### config.mk
export PLATFORM = sky130hd
export DESIGN_NAME = motion_burst_capture_gate_core
export DESIGN_NICKNAME = d
export VERILOG_FILES = /design/src/hw/rtl/mbcg_pkg.sv /design/src/hw/rtl/mbcg_mul.sv /design/src/hw/rtl/mbcg_isqrt.sv /design/src/hw/rtl/mbcg_seq.sv /design/src/hw/rtl/motion_burst_capture_gate_core.sv
export SDC_FILE = /design/constraint.sdc
export NUM_CORES = 2
export LEC_CHECK = 0
export ABC_AREA = 1
export BUFFER_PORTS_ARGS = -buffer_cell sky130_fd_sc_hd__buf_2
export CAP_MARGIN = 10
export CORE_MARGIN = 1.5
export CORE_UTILIZATION = 45
export CTS_BUF_LIST = sky130_fd_sc_hd__clkbuf_2 sky130_fd_sc_hd__clkbuf_4 sky130_fd_sc_hd__clkbuf_8
export DETAILED_ROUTE_END_ITERATION = 8
export PLACE_DENSITY = 0.65
export SYNTH_ARGS = -nofsm -noshare
export SYNTH_HDL_FRONTEND = slang
export SYNTH_SLANG_ARGS = --single-unit
### constraint.sdc
create_clock -name clk -period 18.3 [get_ports clk]
set_input_delay 0.915 -clock clk [delete_from_list [all_inputs] [get_ports clk]]
set_output_delay 0.915 -clock clk [all_outputs]
set_load 0.1 [all_outputs]
### src/hw/rtl/mbcg_pkg.sv
// mbcg_pkg: shared types and constants of the motion burst capture gate
// payload structs, configuration block, register indexes, gate codes and serial unit requests
// no dependencies
package mbcg_pkg;

  localparam int SAMPLE_W = 16;
  localparam int FRAC_W   = 16;
  localparam int MAG_W    = 16;
  localparam int ACC_W    = 32;

  typedef enum logic [1:0] {
    GATE_IDLE     = 2'd0,
    GATE_ARMED    = 2'd1,
    GATE_CAPTURE  = 2'd2,
    GATE_COOLDOWN = 2'd3
  } gate_t;

  // register index, byte address is 4 * index
  typedef enum logic [2:0] {
    REG_EMA_WEIGHT      = 3'd0,
    REG_DEVIATION_FLOOR = 3'd1,
    REG_ONSET_GAIN      = 3'd2,
    REG_OFFSET_GAIN     = 3'd3,
    REG_ONSET_CONFIRM   = 3'd4,
    REG_SETTLE_CONFIRM  = 3'd5,
    REG_CAPTURE_DELAY   = 3'd6,
    REG_COOLDOWN_LIMIT  = 3'd7
  } reg_idx_t;

  typedef struct packed {
    logic signed [SAMPLE_W-1:0] gyro_x;
    logic signed [SAMPLE_W-1:0] gyro_y;
    logic signed [SAMPLE_W-1:0] gyro_z;
    logic                       window_done;
    logic                       restart;
  } in_item_t;

  typedef struct packed {
    logic             accept;
    logic [1:0]       gate_state;
    logic [MAG_W-1:0] magnitude;
  } out_item_t;

  typedef struct packed {
    logic [15:0] ema_weight;
    logic [31:0] deviation_floor;
    logic [7:0]  onset_gain;
    logic [7:0]  offset_gain;
    logic [3:0]  onset_confirm;
    logic [3:0]  settle_confirm;
    logic [7:0]  capture_delay;
    logic [9:0]  cooldown_limit;
  } cfg_t;

  localparam logic [15:0] RST_EMA_WEIGHT      = 16'd1311;
  localparam logic [31:0] RST_DEVIATION_FLOOR = 32'd107374;
  localparam logic [7:0]  RST_ONSET_GAIN      = 8'd64;
  localparam logic [7:0]  RST_OFFSET_GAIN     = 8'd32;
  localparam logic [3:0]  RST_ONSET_CONFIRM   = 4'd3;
  localparam logic [3:0]  RST_SETTLE_CONFIRM  = 4'd5;
  localparam logic [7:0]  RST_CAPTURE_DELAY   = 8'd35;
  localparam logic [9:0]  RST_COOLDOWN_LIMIT  = 10'd200;

  // serial multiplier: 32 x 16 bits, one multiplier bit per cycle
  typedef struct packed {
    logic        go;
    logic        rnd;
    logic [31:0] a;
    logic [15:0] b;
  } mul_req_t;

  typedef struct packed {
    logic        done;
    logic [47:0] p;
  } mul_rsp_t;

  // serial square root: two radicand bits per cycle
  typedef struct packed {
    logic             go;
    logic [ACC_W-1:0] n;
  } sqrt_req_t;

  typedef struct packed {
    logic             done;
    logic [MAG_W-1:0] root;
  } sqrt_rsp_t;

endpackage

### src/hw/rtl/mbcg_mul.sv
// mbcg_mul: shift-add multiplier, one multiplier bit per cycle
// optional half-lsb rounding constant preloaded for the averaging step
// depends on mbcg_pkg
module mbcg_mul (
  input  logic               clk,
  input  logic               rst_n,
  input  mbcg_pkg::mul_req_t req,
  output mbcg_pkg::mul_rsp_t rsp
);

  logic [47:0] a_r;
  logic [15:0] b_r;
  logic [47:0] acc_r;
  logic [3:0]  cnt_r;
  logic        busy_r;
  logic        done_r;

  always_ff @(posedge clk) begin
    if (!rst_n) begin
      busy_r <= 1'b0;
      done_r <= 1'b0;
      cnt_r  <= 4'd0;
    end else begin
      done_r <= 1'b0;
      if (req.go) begin
        busy_r <= 1'b1;
        cnt_r  <= 4'd0;
      end else if (busy_r) begin
        cnt_r <= cnt_r + 4'd1;
        if (cnt_r == 4'd15) begin
          busy_r <= 1'b0;
          done_r <= 1'b1;
        end
      end
    end
  end

  always_ff @(posedge clk) begin
    if (req.go) begin
      a_r   <= {16'd0, req.a};
      b_r   <= req.b;
      acc_r <= req.rnd ? 48'd32768 : 48'd0;
    end else if (busy_r) begin
      if (b_r[0]) begin
        acc_r <= acc_r + a_r;
      end
      a_r <= {a_r[46:0], 1'b0};
      b_r <= {1'b0, b_r[15:1]};
    end
  end

  assign rsp.done = done_r;
  assign rsp.p    = acc_r;

endmodule

### src/hw/rtl/mbcg_isqrt.sv
// mbcg_isqrt: restoring digit-by-digit floor square root of a 32 bit value
// one root bit per cycle
// depends on mbcg_pkg
module mbcg_isqrt (
  input  logic                clk,
  input  logic                rst_n,
  input  mbcg_pkg::sqrt_req_t req,
  output mbcg_pkg::sqrt_rsp_t rsp
);

  logic [mbcg_pkg::ACC_W-1:0] n_r;
  logic [16:0]                rem_r;
  logic [mbcg_pkg::MAG_W-1:0] root_r;
  logic [3:0]                 cnt_r;
  logic                       busy_r;
  logic                       done_r;

  logic [18:0] rem_sh;
  logic [18:0] trial;
  logic [18:0] diff;
  logic        ge;

  assign rem_sh = {rem_r, n_r[mbcg_pkg::ACC_W-1 -: 2]};
  assign trial  = {1'b0, root_r, 2'b01};
  assign diff   = rem_sh - trial;
  assign ge     = rem_sh >= trial;

  always_ff @(posedge clk) begin
    if (!rst_n) begin
      busy_r <= 1'b0;
      done_r <= 1'b0;
      cnt_r  <= 4'd0;
    end else begin
      done_r <= 1'b0;
      if (req.go) begin
        busy_r <= 1'b1;
        cnt_r  <= 4'd0;
      end else if (busy_r) begin
        cnt_r <= cnt_r + 4'd1;
        if (cnt_r == 4'd15) begin
          busy_r <= 1'b0;
          done_r <= 1'b1;
        end
      end
    end
  end

  always_ff @(posedge clk) begin
    if (req.go) begin
      n_r    <= req.n;
      rem_r  <= 17'd0;
      root_r <= '0;
    end else if (busy_r) begin
      n_r <= {n_r[mbcg_pkg::ACC_W-3:0], 2'b00};
      if (ge) begin
        rem_r  <= diff[16:0];
        root_r <= {root_r[mbcg_pkg::MAG_W-2:0], 1'b1};
      end else begin
        rem_r  <= rem_sh[16:0];
        root_r <= {root_r[mbcg_pkg::MAG_W-2:0], 1'b0};
      end
    end
  end

  assign rsp.done = done_r;
  assign rsp.root = root_r;

endmodule

### src/hw/rtl/mbcg_seq.sv
// mbcg_seq: per-sample sequencer and gate state (baseline, deviation, counters)
// drives the shared serial multiplier and the serial square root
// depends on mbcg_pkg, mbcg_mul, mbcg_isqrt
module mbcg_seq (
  input  logic                clk,
  input  logic                rst_n,
  input  mbcg_pkg::cfg_t      cfg,
  input  logic                in_valid,
  input  mbcg_pkg::in_item_t  in_item,
  output logic                ready,
  input  logic                out_free,
  output logic                res_valid,
  output mbcg_pkg::out_item_t res
);

  typedef enum logic [10:0] {
    S_IDLE   = 11'b00000000001,
    S_SQ     = 11'b00000000010,
    S_ROOT   = 11'b00000000100,
    S_BEMA   = 11'b00000001000,
    S_AD     = 11'b00000010000,
    S_DSTART = 11'b00000100000,
    S_DEMA   = 11'b00001000000,
    S_FLOOR  = 11'b00010000000,
    S_GAIN   = 11'b00100000000,
    S_DECIDE = 11'b01000000000,
    S_OUT    = 11'b10000000000
  } seq_state_t;

  function automatic logic [15:0] abs16(input logic signed [15:0] v);
    logic [15:0] u;
    begin
      u = v;
      abs16 = v[15] ? (~u + 16'd1) : u;
    end
  endfunction

  function automatic logic [31:0] ema_apply(input logic [31:0] x, input logic [31:0] step,
                                            input logic up);
    logic [32:0] s;
    begin
      s = {1'b0, x} + {1'b0, step};
      if (up) begin
        ema_apply = s[32] ? 32'hFFFF_FFFF : s[31:0];
      end else begin
        ema_apply = (step >= x) ? 32'd0 : x - step;
      end
    end
  endfunction

  seq_state_t          state_r, state_nxt;
  mbcg_pkg::gate_t     gate_r, gate_nxt;
  logic [31:0]         base_r, base_nxt;
  logic [31:0]         dev_r, dev_nxt;
  logic                seeded_r, seeded_nxt;
  logic [7:0]          cc_r, cc_nxt;
  logic [9:0]          cool_r, cool_nxt;
  mbcg_pkg::in_item_t  item_r, item_nxt;
  logic [1:0]          axis_r, axis_nxt;
  logic [31:0]         sum_r, sum_nxt;
  logic [15:0]         mag_r, mag_nxt;
  logic                up_r, up_nxt;
  logic [31:0]         ad_r, ad_nxt;
  logic [40:0]         thr_r, thr_nxt;
  mbcg_pkg::out_item_t res_r, res_nxt;
  logic                mgo_r, mgo_nxt;
  logic                mrnd_r, mrnd_nxt;
  logic [31:0]         ma_r, ma_nxt;
  logic [15:0]         mb_r, mb_nxt;
  logic                sgo_r, sgo_nxt;

  mbcg_pkg::mul_req_t  mul_req;
  mbcg_pkg::mul_rsp_t  mul_rsp;
  mbcg_pkg::sqrt_req_t sqrt_req;
  mbcg_pkg::sqrt_rsp_t sqrt_rsp;

  logic [31:0] mq;
  logic [31:0] mq_root;
  logic [31:0] step;
  logic [40:0] lhs;
  logic [7:0]  cc_inc;
  logic [9:0]  cool_inc;

  assign mq       = {mag_r, {mbcg_pkg::FRAC_W{1'b0}}};
  assign mq_root  = {sqrt_rsp.root, {mbcg_pkg::FRAC_W{1'b0}}};
  assign step     = mul_rsp.p[47:16];
  assign lhs      = {5'd0, mq, 4'd0};
  assign cc_inc   = (cc_r == 8'hFF) ? cc_r : cc_r + 8'd1;
  assign cool_inc = (cool_r == 10'h3FF) ? cool_r : cool_r + 10'd1;

  assign mul_req.go  = mgo_r;
  assign mul_req.rnd = mrnd_r;
  assign mul_req.a   = ma_r;
  assign mul_req.b   = mb_r;
  assign sqrt_req.go = sgo_r;
  assign sqrt_req.n  = sum_r;

  mbcg_mul u_mul (
    .clk   (clk),
    .rst_n (rst_n),
    .req   (mul_req),
    .rsp   (mul_rsp)
  );

  mbcg_isqrt u_isqrt (
    .clk   (clk),
    .rst_n (rst_n),
    .req   (sqrt_req),
    .rsp   (sqrt_rsp)
  );

  always_comb begin
    mbcg_pkg::gate_t g;
    logic [7:0]      c;
    logic [9:0]      k;
    logic            acc;
    logic            left;
    state_nxt  = state_r;
    gate_nxt   = gate_r;
    base_nxt   = base_r;
    dev_nxt    = dev_r;
    seeded_nxt = seeded_r;
    cc_nxt     = cc_r;
    cool_nxt   = cool_r;
    item_nxt   = item_r;
    axis_nxt   = axis_r;
    sum_nxt    = sum_r;
    mag_nxt    = mag_r;
    up_nxt     = up_r;
    ad_nxt     = ad_r;
    thr_nxt    = thr_r;
    res_nxt    = res_r;
    mgo_nxt    = 1'b0;
    mrnd_nxt   = mrnd_r;
    ma_nxt     = ma_r;
    mb_nxt     = mb_r;
    sgo_nxt    = 1'b0;
    res_valid  = 1'b0;
    g          = gate_r;
    c          = cc_r;
    k          = cool_r;
    acc        = 1'b0;
    left       = 1'b0;

    unique case (state_r)
      S_IDLE: begin
        if (in_valid) begin
          item_nxt = in_item;
          if (in_item.restart) begin
            gate_nxt   = mbcg_pkg::GATE_IDLE;
            seeded_nxt = 1'b0;
            cc_nxt     = 8'd0;
            cool_nxt   = 10'd0;
            res_nxt    = '0;
            state_nxt  = S_OUT;
          end else begin
            axis_nxt  = 2'd0;
            sum_nxt   = 32'd0;
            mgo_nxt   = 1'b1;
            mrnd_nxt  = 1'b0;
            ma_nxt    = {16'd0, abs16(in_item.gyro_x)};
            mb_nxt    = abs16(in_item.gyro_x);
            state_nxt = S_SQ;
          end
        end
      end
      S_SQ: begin
        if (mul_rsp.done) begin
          sum_nxt = sum_r + mul_rsp.p[31:0];
          if (axis_r == 2'd2) begin
            sgo_nxt   = 1'b1;
            state_nxt = S_ROOT;
          end else begin
            axis_nxt = axis_r + 2'd1;
            mgo_nxt  = 1'b1;
            if (axis_r == 2'd0) begin
              ma_nxt = {16'd0, abs16(item_r.gyro_y)};
              mb_nxt = abs16(item_r.gyro_y);
            end else begin
              ma_nxt = {16'd0, abs16(item_r.gyro_z)};
              mb_nxt = abs16(item_r.gyro_z);
            end
          end
        end
      end
      S_ROOT: begin
        if (sqrt_rsp.done) begin
          mag_nxt = sqrt_rsp.root;
          unique case (gate_r)
            mbcg_pkg::GATE_IDLE: begin
              if (!seeded_r) begin
                // first sample after reset or restart seeds the tracker
                base_nxt   = mq_root;
                dev_nxt    = 32'd0;
                seeded_nxt = 1'b1;
                mgo_nxt    = 1'b1;
                mrnd_nxt   = 1'b0;
                ma_nxt     = 32'd0;
                mb_nxt     = {8'd0, cfg.onset_gain};
                state_nxt  = S_GAIN;
              end else begin
                up_nxt    = mq_root >= base_r;
                ma_nxt    = (mq_root >= base_r) ? mq_root - base_r : base_r - mq_root;
                mb_nxt    = cfg.ema_weight;
                mrnd_nxt  = 1'b1;
                mgo_nxt   = 1'b1;
                state_nxt = S_BEMA;
              end
            end
            mbcg_pkg::GATE_COOLDOWN: begin
              mgo_nxt   = 1'b1;
              mrnd_nxt  = 1'b0;
              ma_nxt    = dev_r;
              mb_nxt    = {8'd0, cfg.offset_gain};
              state_nxt = S_GAIN;
            end
            mbcg_pkg::GATE_ARMED,
            mbcg_pkg::GATE_CAPTURE: begin
              state_nxt = S_DECIDE;
            end
          endcase
        end
      end
      S_BEMA: begin
        if (mul_rsp.done) begin
          base_nxt  = ema_apply(base_r, step, up_r);
          state_nxt = S_AD;
        end
      end
      S_AD: begin
        // deviation target uses the updated baseline
        ad_nxt    = (mq >= base_r) ? mq - base_r : base_r - mq;
        state_nxt = S_DSTART;
      end
      S_DSTART: begin
        up_nxt    = ad_r >= dev_r;
        ma_nxt    = (ad_r >= dev_r) ? ad_r - dev_r : dev_r - ad_r;
        mb_nxt    = cfg.ema_weight;
        mrnd_nxt  = 1'b1;
        mgo_nxt   = 1'b1;
        state_nxt = S_DEMA;
      end
      S_DEMA: begin
        if (mul_rsp.done) begin
          dev_nxt   = ema_apply(dev_r, step, up_r);
          state_nxt = S_FLOOR;
        end
      end
      S_FLOOR: begin
        if (dev_r < cfg.deviation_floor) begin
          dev_nxt = cfg.deviation_floor;
          ma_nxt  = cfg.deviation_floor;
        end else begin
          ma_nxt  = dev_r;
        end
        mb_nxt    = {8'd0, cfg.onset_gain};
        mrnd_nxt  = 1'b0;
        mgo_nxt   = 1'b1;
        state_nxt = S_GAIN;
      end
      S_GAIN: begin
        if (mul_rsp.done) begin
          thr_nxt   = {5'd0, base_r, 4'd0} + {1'b0, mul_rsp.p[39:0]};
          state_nxt = S_DECIDE;
        end
      end
      S_DECIDE: begin
        unique case (gate_r)
          mbcg_pkg::GATE_IDLE: begin
            if (lhs > thr_r) begin
              c = cc_inc;
              if (c >= {4'd0, cfg.onset_confirm}) begin
                c = 8'd0;
                g = mbcg_pkg::GATE_ARMED;
              end
            end else begin
              c = 8'd0;
            end
          end
          mbcg_pkg::GATE_ARMED: begin
            c = cc_inc;
            if (c >= cfg.capture_delay) begin
              c = 8'd0;
              g = mbcg_pkg::GATE_CAPTURE;
            end
          end
          mbcg_pkg::GATE_CAPTURE: begin
            c = cc_r;
          end
          mbcg_pkg::GATE_COOLDOWN: begin
            if (lhs >= thr_r) begin
              c = 8'd0;
            end else begin
              c = cc_inc;
              if (c >= {4'd0, cfg.settle_confirm}) begin
                c    = 8'd0;
                g    = mbcg_pkg::GATE_IDLE;
                left = 1'b1;
              end
            end
            // settled exit skips the cooldown tick
            if (!left) begin
              k = cool_inc;
              if (k >= cfg.cooldown_limit) begin
                c = 8'd0;
                g = mbcg_pkg::GATE_IDLE;
              end
            end
          end
        endcase
        if (item_r.window_done && g == mbcg_pkg::GATE_CAPTURE) begin
          acc = 1'b1;
          g   = mbcg_pkg::GATE_COOLDOWN;
          k   = 10'd0;
        end
        gate_nxt           = g;
        cc_nxt             = c;
        cool_nxt           = k;
        res_nxt.accept     = acc;
        res_nxt.gate_state = g;
        res_nxt.magnitude  = mag_r;
        state_nxt          = S_OUT;
      end
      S_OUT: begin
        if (out_free) begin
          res_valid = 1'b1;
          state_nxt = S_IDLE;
        end
      end
      default: begin
        state_nxt = S_IDLE;
      end
    endcase
  end

  always_ff @(posedge clk) begin
    if (!rst_n) begin
      state_r  <= S_IDLE;
      gate_r   <= mbcg_pkg::GATE_IDLE;
      base_r   <= 32'd0;
      dev_r    <= 32'd0;
      seeded_r <= 1'b0;
      cc_r     <= 8'd0;
      cool_r   <= 10'd0;
      mgo_r    <= 1'b0;
      sgo_r    <= 1'b0;
    end else begin
      state_r  <= state_nxt;
      gate_r   <= gate_nxt;
      base_r   <= base_nxt;
      dev_r    <= dev_nxt;
      seeded_r <= seeded_nxt;
      cc_r     <= cc_nxt;
      cool_r   <= cool_nxt;
      mgo_r    <= mgo_nxt;
      sgo_r    <= sgo_nxt;
    end
  end

  always_ff @(posedge clk) begin
    item_r <= item_nxt;
    axis_r <= axis_nxt;
    sum_r  <= sum_nxt;
    mag_r  <= mag_nxt;
    up_r   <= up_nxt;
    ad_r   <= ad_nxt;
    thr_r  <= thr_nxt;
    res_r  <= res_nxt;
    mrnd_r <= mrnd_nxt;
    ma_r   <= ma_nxt;
    mb_r   <= mb_nxt;
  end

  assign ready = (state_r == S_IDLE);
  assign res   = res_r;

endmodule

### src/hw/rtl/motion_burst_capture_gate_core.sv
// motion_burst_capture_gate_core: top level of the motion onset capture gate
// depends on mbcg_pkg, mbcg_seq (which holds mbcg_mul and mbcg_isqrt)
//
// input channel: in_valid / in_stall / in_data, one gyro sample per beat.
// result channel: out_valid / out_stall / out_data, exactly one beat per sample.
// config: apb-style write/read port, register i at byte address 4*i, pready tied high;
//   write only while the block is idle.
// one sample is in flight at a time; in_stall is high from acceptance until its
// result is loaded into the output register. the output register lets the next
// sample be taken while a result still waits downstream.
// steps per sample: three squares on the shared multiplier, the serial root, then
// in idle once seeded the baseline and deviation averages and the threshold product;
// the seed sample and cooldown skip the averages, armed and capture go straight to
// the decision, a restart beat goes straight out; in_stall falls as out_valid rises.
// a stalled receiver holds the result in place and the block waits before
// loading the next one.
// reset (rst_n low, synchronous) restores the default registers and clears the gate,
// baseline, deviation, counters and both channels.
module motion_burst_capture_gate_core (
  input  logic                clk,
  input  logic                rst_n,
  input  logic                in_valid,
  output logic                in_stall,
  input  mbcg_pkg::in_item_t  in_data,
  output logic                out_valid,
  input  logic                out_stall,
  output mbcg_pkg::out_item_t out_data,
  input  logic                psel,
  input  logic                penable,
  input  logic                pwrite,
  input  logic [4:0]          paddr,
  input  logic [31:0]         pwdata,
  output logic [31:0]         prdata,
  output logic                pready
);

  mbcg_pkg::cfg_t      cfg_r;
  logic                out_valid_r;
  mbcg_pkg::out_item_t out_data_r;
  logic                seq_ready;
  logic                seq_res_valid;
  mbcg_pkg::out_item_t seq_res;
  logic                out_free;
  logic                cfg_wr;
  logic [2:0]          reg_idx;

  assign pready   = 1'b1;
  assign reg_idx  = paddr[4:2];
  assign cfg_wr   = psel && penable && pwrite;
  assign in_stall = !seq_ready;
  assign out_free = !out_valid_r || !out_stall;

  always_ff @(posedge clk) begin
    if (!rst_n) begin
      cfg_r.ema_weight      <= mbcg_pkg::RST_EMA_WEIGHT;
      cfg_r.deviation_floor <= mbcg_pkg::RST_DEVIATION_FLOOR;
      cfg_r.onset_gain      <= mbcg_pkg::RST_ONSET_GAIN;
      cfg_r.offset_gain     <= mbcg_pkg::RST_OFFSET_GAIN;
      cfg_r.onset_confirm   <= mbcg_pkg::RST_ONSET_CONFIRM;
      cfg_r.settle_confirm  <= mbcg_pkg::RST_SETTLE_CONFIRM;
      cfg_r.capture_delay   <= mbcg_pkg::RST_CAPTURE_DELAY;
      cfg_r.cooldown_limit  <= mbcg_pkg::RST_COOLDOWN_LIMIT;
    end else if (cfg_wr) begin
      unique case (reg_idx)
        mbcg_pkg::REG_EMA_WEIGHT:      cfg_r.ema_weight      <= pwdata[15:0];
        mbcg_pkg::REG_DEVIATION_FLOOR: cfg_r.deviation_floor <= pwdata;
        mbcg_pkg::REG_ONSET_GAIN:      cfg_r.onset_gain      <= pwdata[7:0];
        mbcg_pkg::REG_OFFSET_GAIN:     cfg_r.offset_gain     <= pwdata[7:0];
        mbcg_pkg::REG_ONSET_CONFIRM:   cfg_r.onset_confirm   <= pwdata[3:0];
        mbcg_pkg::REG_SETTLE_CONFIRM:  cfg_r.settle_confirm  <= pwdata[3:0];
        mbcg_pkg::REG_CAPTURE_DELAY:   cfg_r.capture_delay   <= pwdata[7:0];
        mbcg_pkg::REG_COOLDOWN_LIMIT:  cfg_r.cooldown_limit  <= pwdata[9:0];
      endcase
    end
  end

  always_comb begin
    unique case (reg_idx)
      mbcg_pkg::REG_EMA_WEIGHT:      prdata = {16'd0, cfg_r.ema_weight};
      mbcg_pkg::REG_DEVIATION_FLOOR: prdata = cfg_r.deviation_floor;
      mbcg_pkg::REG_ONSET_GAIN:      prdata = {24'd0, cfg_r.onset_gain};
      mbcg_pkg::REG_OFFSET_GAIN:     prdata = {24'd0, cfg_r.offset_gain};
      mbcg_pkg::REG_ONSET_CONFIRM:   prdata = {28'd0, cfg_r.onset_confirm};
      mbcg_pkg::REG_SETTLE_CONFIRM:  prdata = {28'd0, cfg_r.settle_confirm};
      mbcg_pkg::REG_CAPTURE_DELAY:   prdata = {24'd0, cfg_r.capture_delay};
      mbcg_pkg::REG_COOLDOWN_LIMIT:  prdata = {22'd0, cfg_r.cooldown_limit};
    endcase
  end

  mbcg_seq u_seq (
    .clk       (clk),
    .rst_n     (rst_n),
    .cfg       (cfg_r),
    .in_valid  (in_valid),
    .in_item   (in_data),
    .ready     (seq_ready),
    .out_free  (out_free),
    .res_valid (seq_res_valid),
    .res       (seq_res)
  );

  // output register: loaded only when empty or draining this cycle
  always_ff @(posedge clk) begin
    if (!rst_n) begin
      out_valid_r <= 1'b0;
    end else if (seq_res_valid) begin
      out_valid_r <= 1'b1;
    end else if (out_valid_r && !out_stall) begin
      out_valid_r <= 1'b0;
    end
  end

  always_ff @(posedge clk) begin
    if (seq_res_valid) begin
      out_data_r <= seq_res;
    end
  end

  assign out_valid = out_valid_r;
  assign out_data  = out_data_r;

  // one sample at a time: an accepted beat blocks the next edge
  a_one_in_flight: assert property (@(posedge clk) disable iff (!rst_n)
    in_valid && !in_stall |=> in_stall)
    else $error("input accepted while a sample is still in flight");

  // a result never overwrites one that is still held
  a_no_overwrite: assert property (@(posedge clk) disable iff (!rst_n)
    seq_res_valid |-> (!out_valid_r || !out_stall))
    else $error("result loaded over a stalled beat");

  // an accepted window always leaves the gate in cooldown
  a_accept_cooldown: assert property (@(posedge clk) disable iff (!rst_n)
    out_valid && out_data.accept |-> out_data.gate_state == mbcg_pkg::GATE_COOLDOWN)
    else $error("accept flagged outside cooldown");

endmodule
Word level (Yosys, flattened, before mapping) --
Index checks and enable logic that the tools add are counted.
Word-level totals: register bits after elaboration 622
Cells by class: add/subtract/negate cells 22, order comparisons 13, equal/unequal tests 45, mux-type cells 150, bitwise logic cells 6, reduce and logical (&&, ||, !) cells 55
Operators with widths (count):
- $mux 32 | 31
- $pmux 32 s8 | 1
- $sub 32x32->32 | 8
- $mux 16 | 14
- $pmux 32 s2 | 3
- $ge 32x32->1 | 5
- $pmux 32 s5 | 1
- $mux 48 | 3
- $pmux 11 s11 | 1
- $mux 11 | 9
- $pmux 32 s3 | 1
- $mux 8 | 10
- $pmux 16 s5 | 1
- $add 32x32->33 | 2
- $mux 10 | 6
- $add 16x1->16 const B | 3
- $add 48x48->48 | 1
- $not 16->16 | 3
- $add 36x40->41 | 1
- $ge 36x41->1 | 1
- $gt 36x41->1 | 1
- $mux 19 | 2
- $pmux 19 s2 | 1
- $mux 1 | 36
- 65 further kinds | 146

Longest topological paths before layout --
word-level depth 14, mapped depth 27, mapped depth without buffers 27

Modules after synthesis --
Synthesis repeated with hierarchy kept, for this count alone.
Second synthesis, totals: cell total of the unflattened synthesis 7771, area total of the unflattened synthesis 52904.5 um^2
By module, submodules not included:
- mbcg_seq | times used 1, cells an instance 5320, area an instance 35576.6 um^2
- mbcg_mul | times used 1, cells an instance 1296, area an instance 8675.8 um^2
- motion_burst_capture_gate_core | times used 1, cells an instance 612, area an instance 4601.9 um^2
- mbcg_isqrt | times used 1, cells an instance 543, area an instance 4050.1 um^2

Least setup slack after synthesis --
Ideal clock, no wire load.
path type reg-to-reg, from register u_seq.state_r[8], to register u_seq.ma_r[0] (enable), library setup time 0.712 ns, data arrival time 9.015 ns, setup slack 8.573 ns, stages on the path, launching flop included 9, buffers on the path 0, clock period less this slack 9.727 ns, cells stage by stage dfxtp_1 > nor3_4 > inv_2 > nor2_4 > nand2_2 > nor2_1 > inv_1 > o2111ai_1 > a2111oi_0
Between the ends: longest elaborated chain between the ends 3, elaborated cells between the ends (all ways) 13, those cells by class 11 x eq/ne; 2 x reduce/logical
RTL lines:
- from (decl) | RTL line mbcg_seq.sv:51 | seq_state_t state_r, state_nxt;
- from (signal assigned) | RTL line mbcg_seq.sv:348 | state_r <= state_nxt;
- $eq 11x3->1, or another cell as far along | RTL line mbcg_seq.sv:145 | unique case (state_r)
- $ne 3x1->1 (no source line), or another cell as far along
- $reduce_and 7->1 (no source line) (*)
- to (signal assigned) | RTL line mbcg_seq.sv:370 | ma_r <= ma_nxt;
- to (decl) | RTL line mbcg_seq.sv:68 | logic [31:0] ma_r, ma_nxt;
Mark *: on every way between the ends. The rest lies on a longest branch, timed or not. A chain may end at the register's enable or synchronous reset.

Worst setup path after layout --
from register u_seq.base_r[1], to register u_seq.ma_r[4], data pin
Between the ends: longest elaborated chain between the ends 6, elaborated cells between the ends (all ways) 8, those cells by class 2 x add/sub; 1 x order compare; 5 x mux
RTL lines:
- from (decl) | RTL line mbcg_seq.sv:53 | logic [31:0] base_r, base_nxt;
- from (signal assigned) | RTL line mbcg_seq.sv:350 | base_r <= base_nxt;
- $sub 32x32->32 or $ge 32x32->1 (tied branches) | RTL line mbcg_seq.sv:203 | ma_nxt = (mq_root >= base_r) ? mq_root - base_r : base_r - mq_root;
- $mux 32 (*) | RTL line mbcg_seq.sv:203
- $mux 32 (*) | RTL line mbcg_seq.sv:191 | if (!seeded_r) begin
- $pmux 32 s2 (*) | RTL line mbcg_seq.sv:189 | unique case (gate_r)
- $mux 32 (*) | RTL line mbcg_seq.sv:187 | if (sqrt_rsp.done) begin
- $pmux 32 s5 (*) | RTL line mbcg_seq.sv:145
- named net u_seq.ma_nxt[4] | RTL line mbcg_seq.sv:68
The timed path passes the listed nets; every way through them passes the cells marked *. The select of a mux whose other input is x is not followed.

==> impl_results.md <==
- Status: finished with violations
- Failing checks: capacitance limit
- Initial antenna violation count: 12
- HP Start: in_data[22]
- H-tree levels: 3
- Drt first pass iters: 8
- Max Root-Sink Buffers: 3
- Grt peak-use layer: met2
- Yosys warns: 0
- DRT iter0 DRCs: approximately 5700
- Placed cell count: 8728
- Hold_buf cts: 0
- Hold Path Cell Cnt: 1
- Data required, critical path: roughly 19 ns
- RR Startpoint: u_seq.base_r[1]$_SDFFE_PN0P_
- GRT overflow: 0
- Max-slew headroom: less than 1%
- Fmax: roughly 0.19 GHz
- Final period util: roughly 29%
- Cell variety after synth: 76
- Setup Fix Bufs, Post-CTS: 0
- Syn Area/Cell: between 7 and 8 sq um
- # DRC: 0
- Synth Flop Type: edfxtp_1
- WHS Endpoint: u_seq.item_r[22]$_DFFE_PP_
- CP startpoint kind: register
- Sequential cell area fraction in the yosys report: 31.6%
- CTS tree: yes
- Tot GR Track Use: between 30% and 40%
- Vias in the first global route: ~49000
- Synth Net Count: 7824
- Die Width: roughly 340 microns
- Crit-path max FO: 35
- RR Endpoint: u_seq.ma_r[4]$_DFFE_PP_
- Core area: ~110000 sq um
- Crit path DAT: between 6 and 7 ns
- Max rail drop VDD: 0.131 mV
- Sum of negative setup slack: 0 ns
- Final setup viols: 0
- Row cnt: between 100 and 150
- Antenna viol nets, final: 0
- Slew @ Worst Pin: approximately 1.5 ns
- DIE AREA: 116000 sq um
- Worst-path clk slew: 0.06 ns
- Clock Sinks: a little over 600
- Max-Cap Viols: 1
- Post-route cell area: ~56000 sq um
- Largest net degree at the start of global routing: 102
- Asr flop ratio synth: 0%
- GR Util met3: under 10%
- Initial Util: a little under half
- Global-route wire length before repair: around 320000 microns
- Static leakage: ~25 nW
- Final worst path period need: approximately 5.4 ns
- R2R Setup Slk: approximately 13 ns
- Pins Over Slew Limit: 0
- Hold slack final: between 0.2 and 0.25 ns
- Synthesis-to-finish area growth: 9.09%
- Reg2reg path depth: 16
- Layout Cells excl Fill: roughly 9000
- Via density: roughly 5.8
- Routability cong.: 1.02
- Vias: 52400
- Clock skew: 0.0615 ns
- Final Hold Vio Count: 0
- CTS Buf Count: 115
- Post-Syn Instances: just over 7000
- CP Class: register to register
- Pwr/cell area: about 120 nW/um^2
- Placement Cell Area: between 50000 and 60000 sq um
- #FFs+latches synth: 622
- PortBufs: ~140
- Fraction of layout cells with a size suffix above 1: under 10%
- Root buf cell: clkbuf_8
- Die H: between 300 and 400 microns
- Routing usage on met1: 49.7%
- GRT met2 Usage: between 50% and 60%
- Critical path endpoint category: register
- HP Class: primary input to register
- Post-synth EDFFs: 372
- CTS resizes: 0
- Mapped Area: a little over 50000 sq um
- I/O Pins: about 150
- Drt total wl: 218000 microns
- Fin nets: ~7900
- HPWL Detailed: 175000 microns
- Clk Latency, worst-skew pair: about 0.86 ns
- RSZ-0062 raised after global routing: false
- Routed length per instance: between 20 and 25 microns
- Design Power: between 0.006 and 0.007 W
## through the flow
stage                     utilization (%)  worst slack, ns
after floorplan                         -             8.57
after global placement               47.2            13.28
after detailed placement             47.2            13.24
after CTS                            49.5            13.23
after global routing                 49.5            12.93
final                                49.5            12.94
## state kept, by name (all words and copies together), names as in the netlist, 10 cells and up
register and cells:
cfg_r 90, out_data 19, u_seq.ad_r 32, u_seq.base_r 32, u_seq.cool_r 10, u_seq.dev_r 32
u_seq.item_r 33, u_seq.ma_r 32, u_seq.mag_r 16, u_seq.mb_r 16, u_seq.res 19, u_seq.state_r 11
u_seq.sum_r 32, u_seq.thr_r 41, u_seq.u_isqrt.n_r 32, u_seq.u_isqrt.rem_r 17, u_seq.u_isqrt.root_r 16, u_seq.u_mul.a_r 48
u_seq.u_mul.acc_r 48, u_seq.u_mul.b_r 16
## layer usage
layer | part of all wire [%] | vias up | wire (microns)
li1 | - | 24800 | -
met1 | 42 | 24600 | 91400
met5 | 0.028 | - | 61
met4 | 6.1 | 8 | 13300
met2 | 42 | 2454 | 91300
met3 | 10 | 487 | 22200
## worst max-delay path: stages (launching register included)
cell,delay [ns]
dfxtp_1,0.63
inv_1,0.34
ha_1,0.32
nand3_1,0.14
nor2_1,0.09
nand3_1,0.15
inv_1,0.11
nand2_1,0.32
inv_1,0.24
nand4_1,0.12
nand3_1,0.44
buf_4,0.45
inv_1,0.71
o21ai_0,0.19
o21ai_0,0.58
a21oi_1,0.13
nand4_1,0.18
## placed cells by master (no fill, tap or decap), drive strengths merged, types with 8 or more instances in the layout
master	count
inv	908
o21a	44
a21boi	19
o221ai	15
edfxtp	372
o31ai	18
o22ai	35
nor2	806
clkinv	47
nand4	73
nand3	374
clkbuf	169
ha	467
o2111ai	17
a22oi	8
a211oi	21
o211ai	71
a31oi	33
buf	205
nand3b	11
xnor2	43
fa	11
a21oi	810
nor3	110
a21o	41
dfxtp	250
or2	26
a221oi	26
nand2	1483
nor4	29
o21bai	52
xor2	134
o21ai	677
## kinds of logic after synthesis
| group | after synthesis | share of synthesized area [%] |
|---|---|---|
| xor+xnor | 177 | 3.03 |
| mux | 4 | 0.0807 |
| compound gates | 1903 | 20.9 |
| fa+ha+maj | 478 | 11.9 |
| simple gates | 2924 | 23.8 |
| other cells | 1 | 0.00733 |
| flops | 622 | 31.6 |
| buf+inv | 1143 | 8.73 |
## synth_stat cells, types with 13 or more instances
library cell / n / share of area [%]
nand2_1: 1472 / 11
inv_1: 890 / 6.5
a21oi_1: 800 / 7.8
nor2_1: 794 / 5.8
o21ai_0: 643 / 6.3
ha_1: 467 / 11
edfxtp_1: 372 / 22
nand3_1: 364 / 3.6
dfxtp_1: 250 / 9.8
xor2_1: 134 / 2.3
clkbuf_1: 130 / 0.95
nor3_1: 106 / 1.0
nand4_1: 72 / 0.88
o211ai_1: 71 / 1.0
buf_2: 64 / 0.63
o21bai_1: 52 / 0.76
o21a_1: 44 / 0.65
xnor2_1: 43 / 0.74
a21o_1: 41 / 0.60
o22ai_1: 35 / 0.43
a31oi_1: 33 / 0.40
nor4_1: 27 / 0.33
o21ai_1: 27 / 0.26
a221oi_1: 26 / 0.45
or2_2: 25 / 0.31
a211oi_1: 20 / 0.29
o31ai_1: 18 / 0.26
a21boi_0: 17 / 0.25
o2111ai_1: 17 / 0.29
o221ai_1: 15 / 0.26
inv_2: 13 / 0.095
## worst max path at each step
stage | from | endpoint | slack, ns
after floorplan | u_seq.state_r[8]$_SDFFE_PN0P_ | u_seq.ma_r[0]$_DFFE_PP_ | 8.57
after global placement | u_seq.base_r[1]$_SDFFE_PN0P_ | u_seq.ma_r[7]$_DFFE_PP_ | 13.28
after detailed placement | u_seq.base_r[1]$_SDFFE_PN0P_ | u_seq.ma_r[7]$_DFFE_PP_ | 13.24
final | u_seq.base_r[1]$_SDFFE_PN0P_ | u_seq.ma_r[4]$_DFFE_PP_ | 12.94
after CTS | u_seq.base_r[1]$_SDFFE_PN0P_ | u_seq.ma_r[7]$_DFFE_PP_ | 13.23
after global routing | u_seq.base_r[1]$_SDFFE_PN0P_ | u_seq.ma_r[4]$_DFFE_PP_ | 12.93
## report_power, final
group	internal, W	switching (W)	leakage, nW
Sequential	0.00189	0.000330	5.47
Combinational	0.000861	0.00211	17.9
Clock	0.000834	0.000677	1.35
Total	0.00358	0.00312	24.7
## layout make-up
class,count,area (sq um)
fillers,11600,56900
multi-input cells,5487,30600
flip-flops and latches,622,16200
repair buffers,205,1180
diodes,5,12.5
clock buffers,169,2080
inverters,915,3440
clock inverters,48,465
well taps,1500,1880
Note: power is estimated with default switching activity, not from simulation.
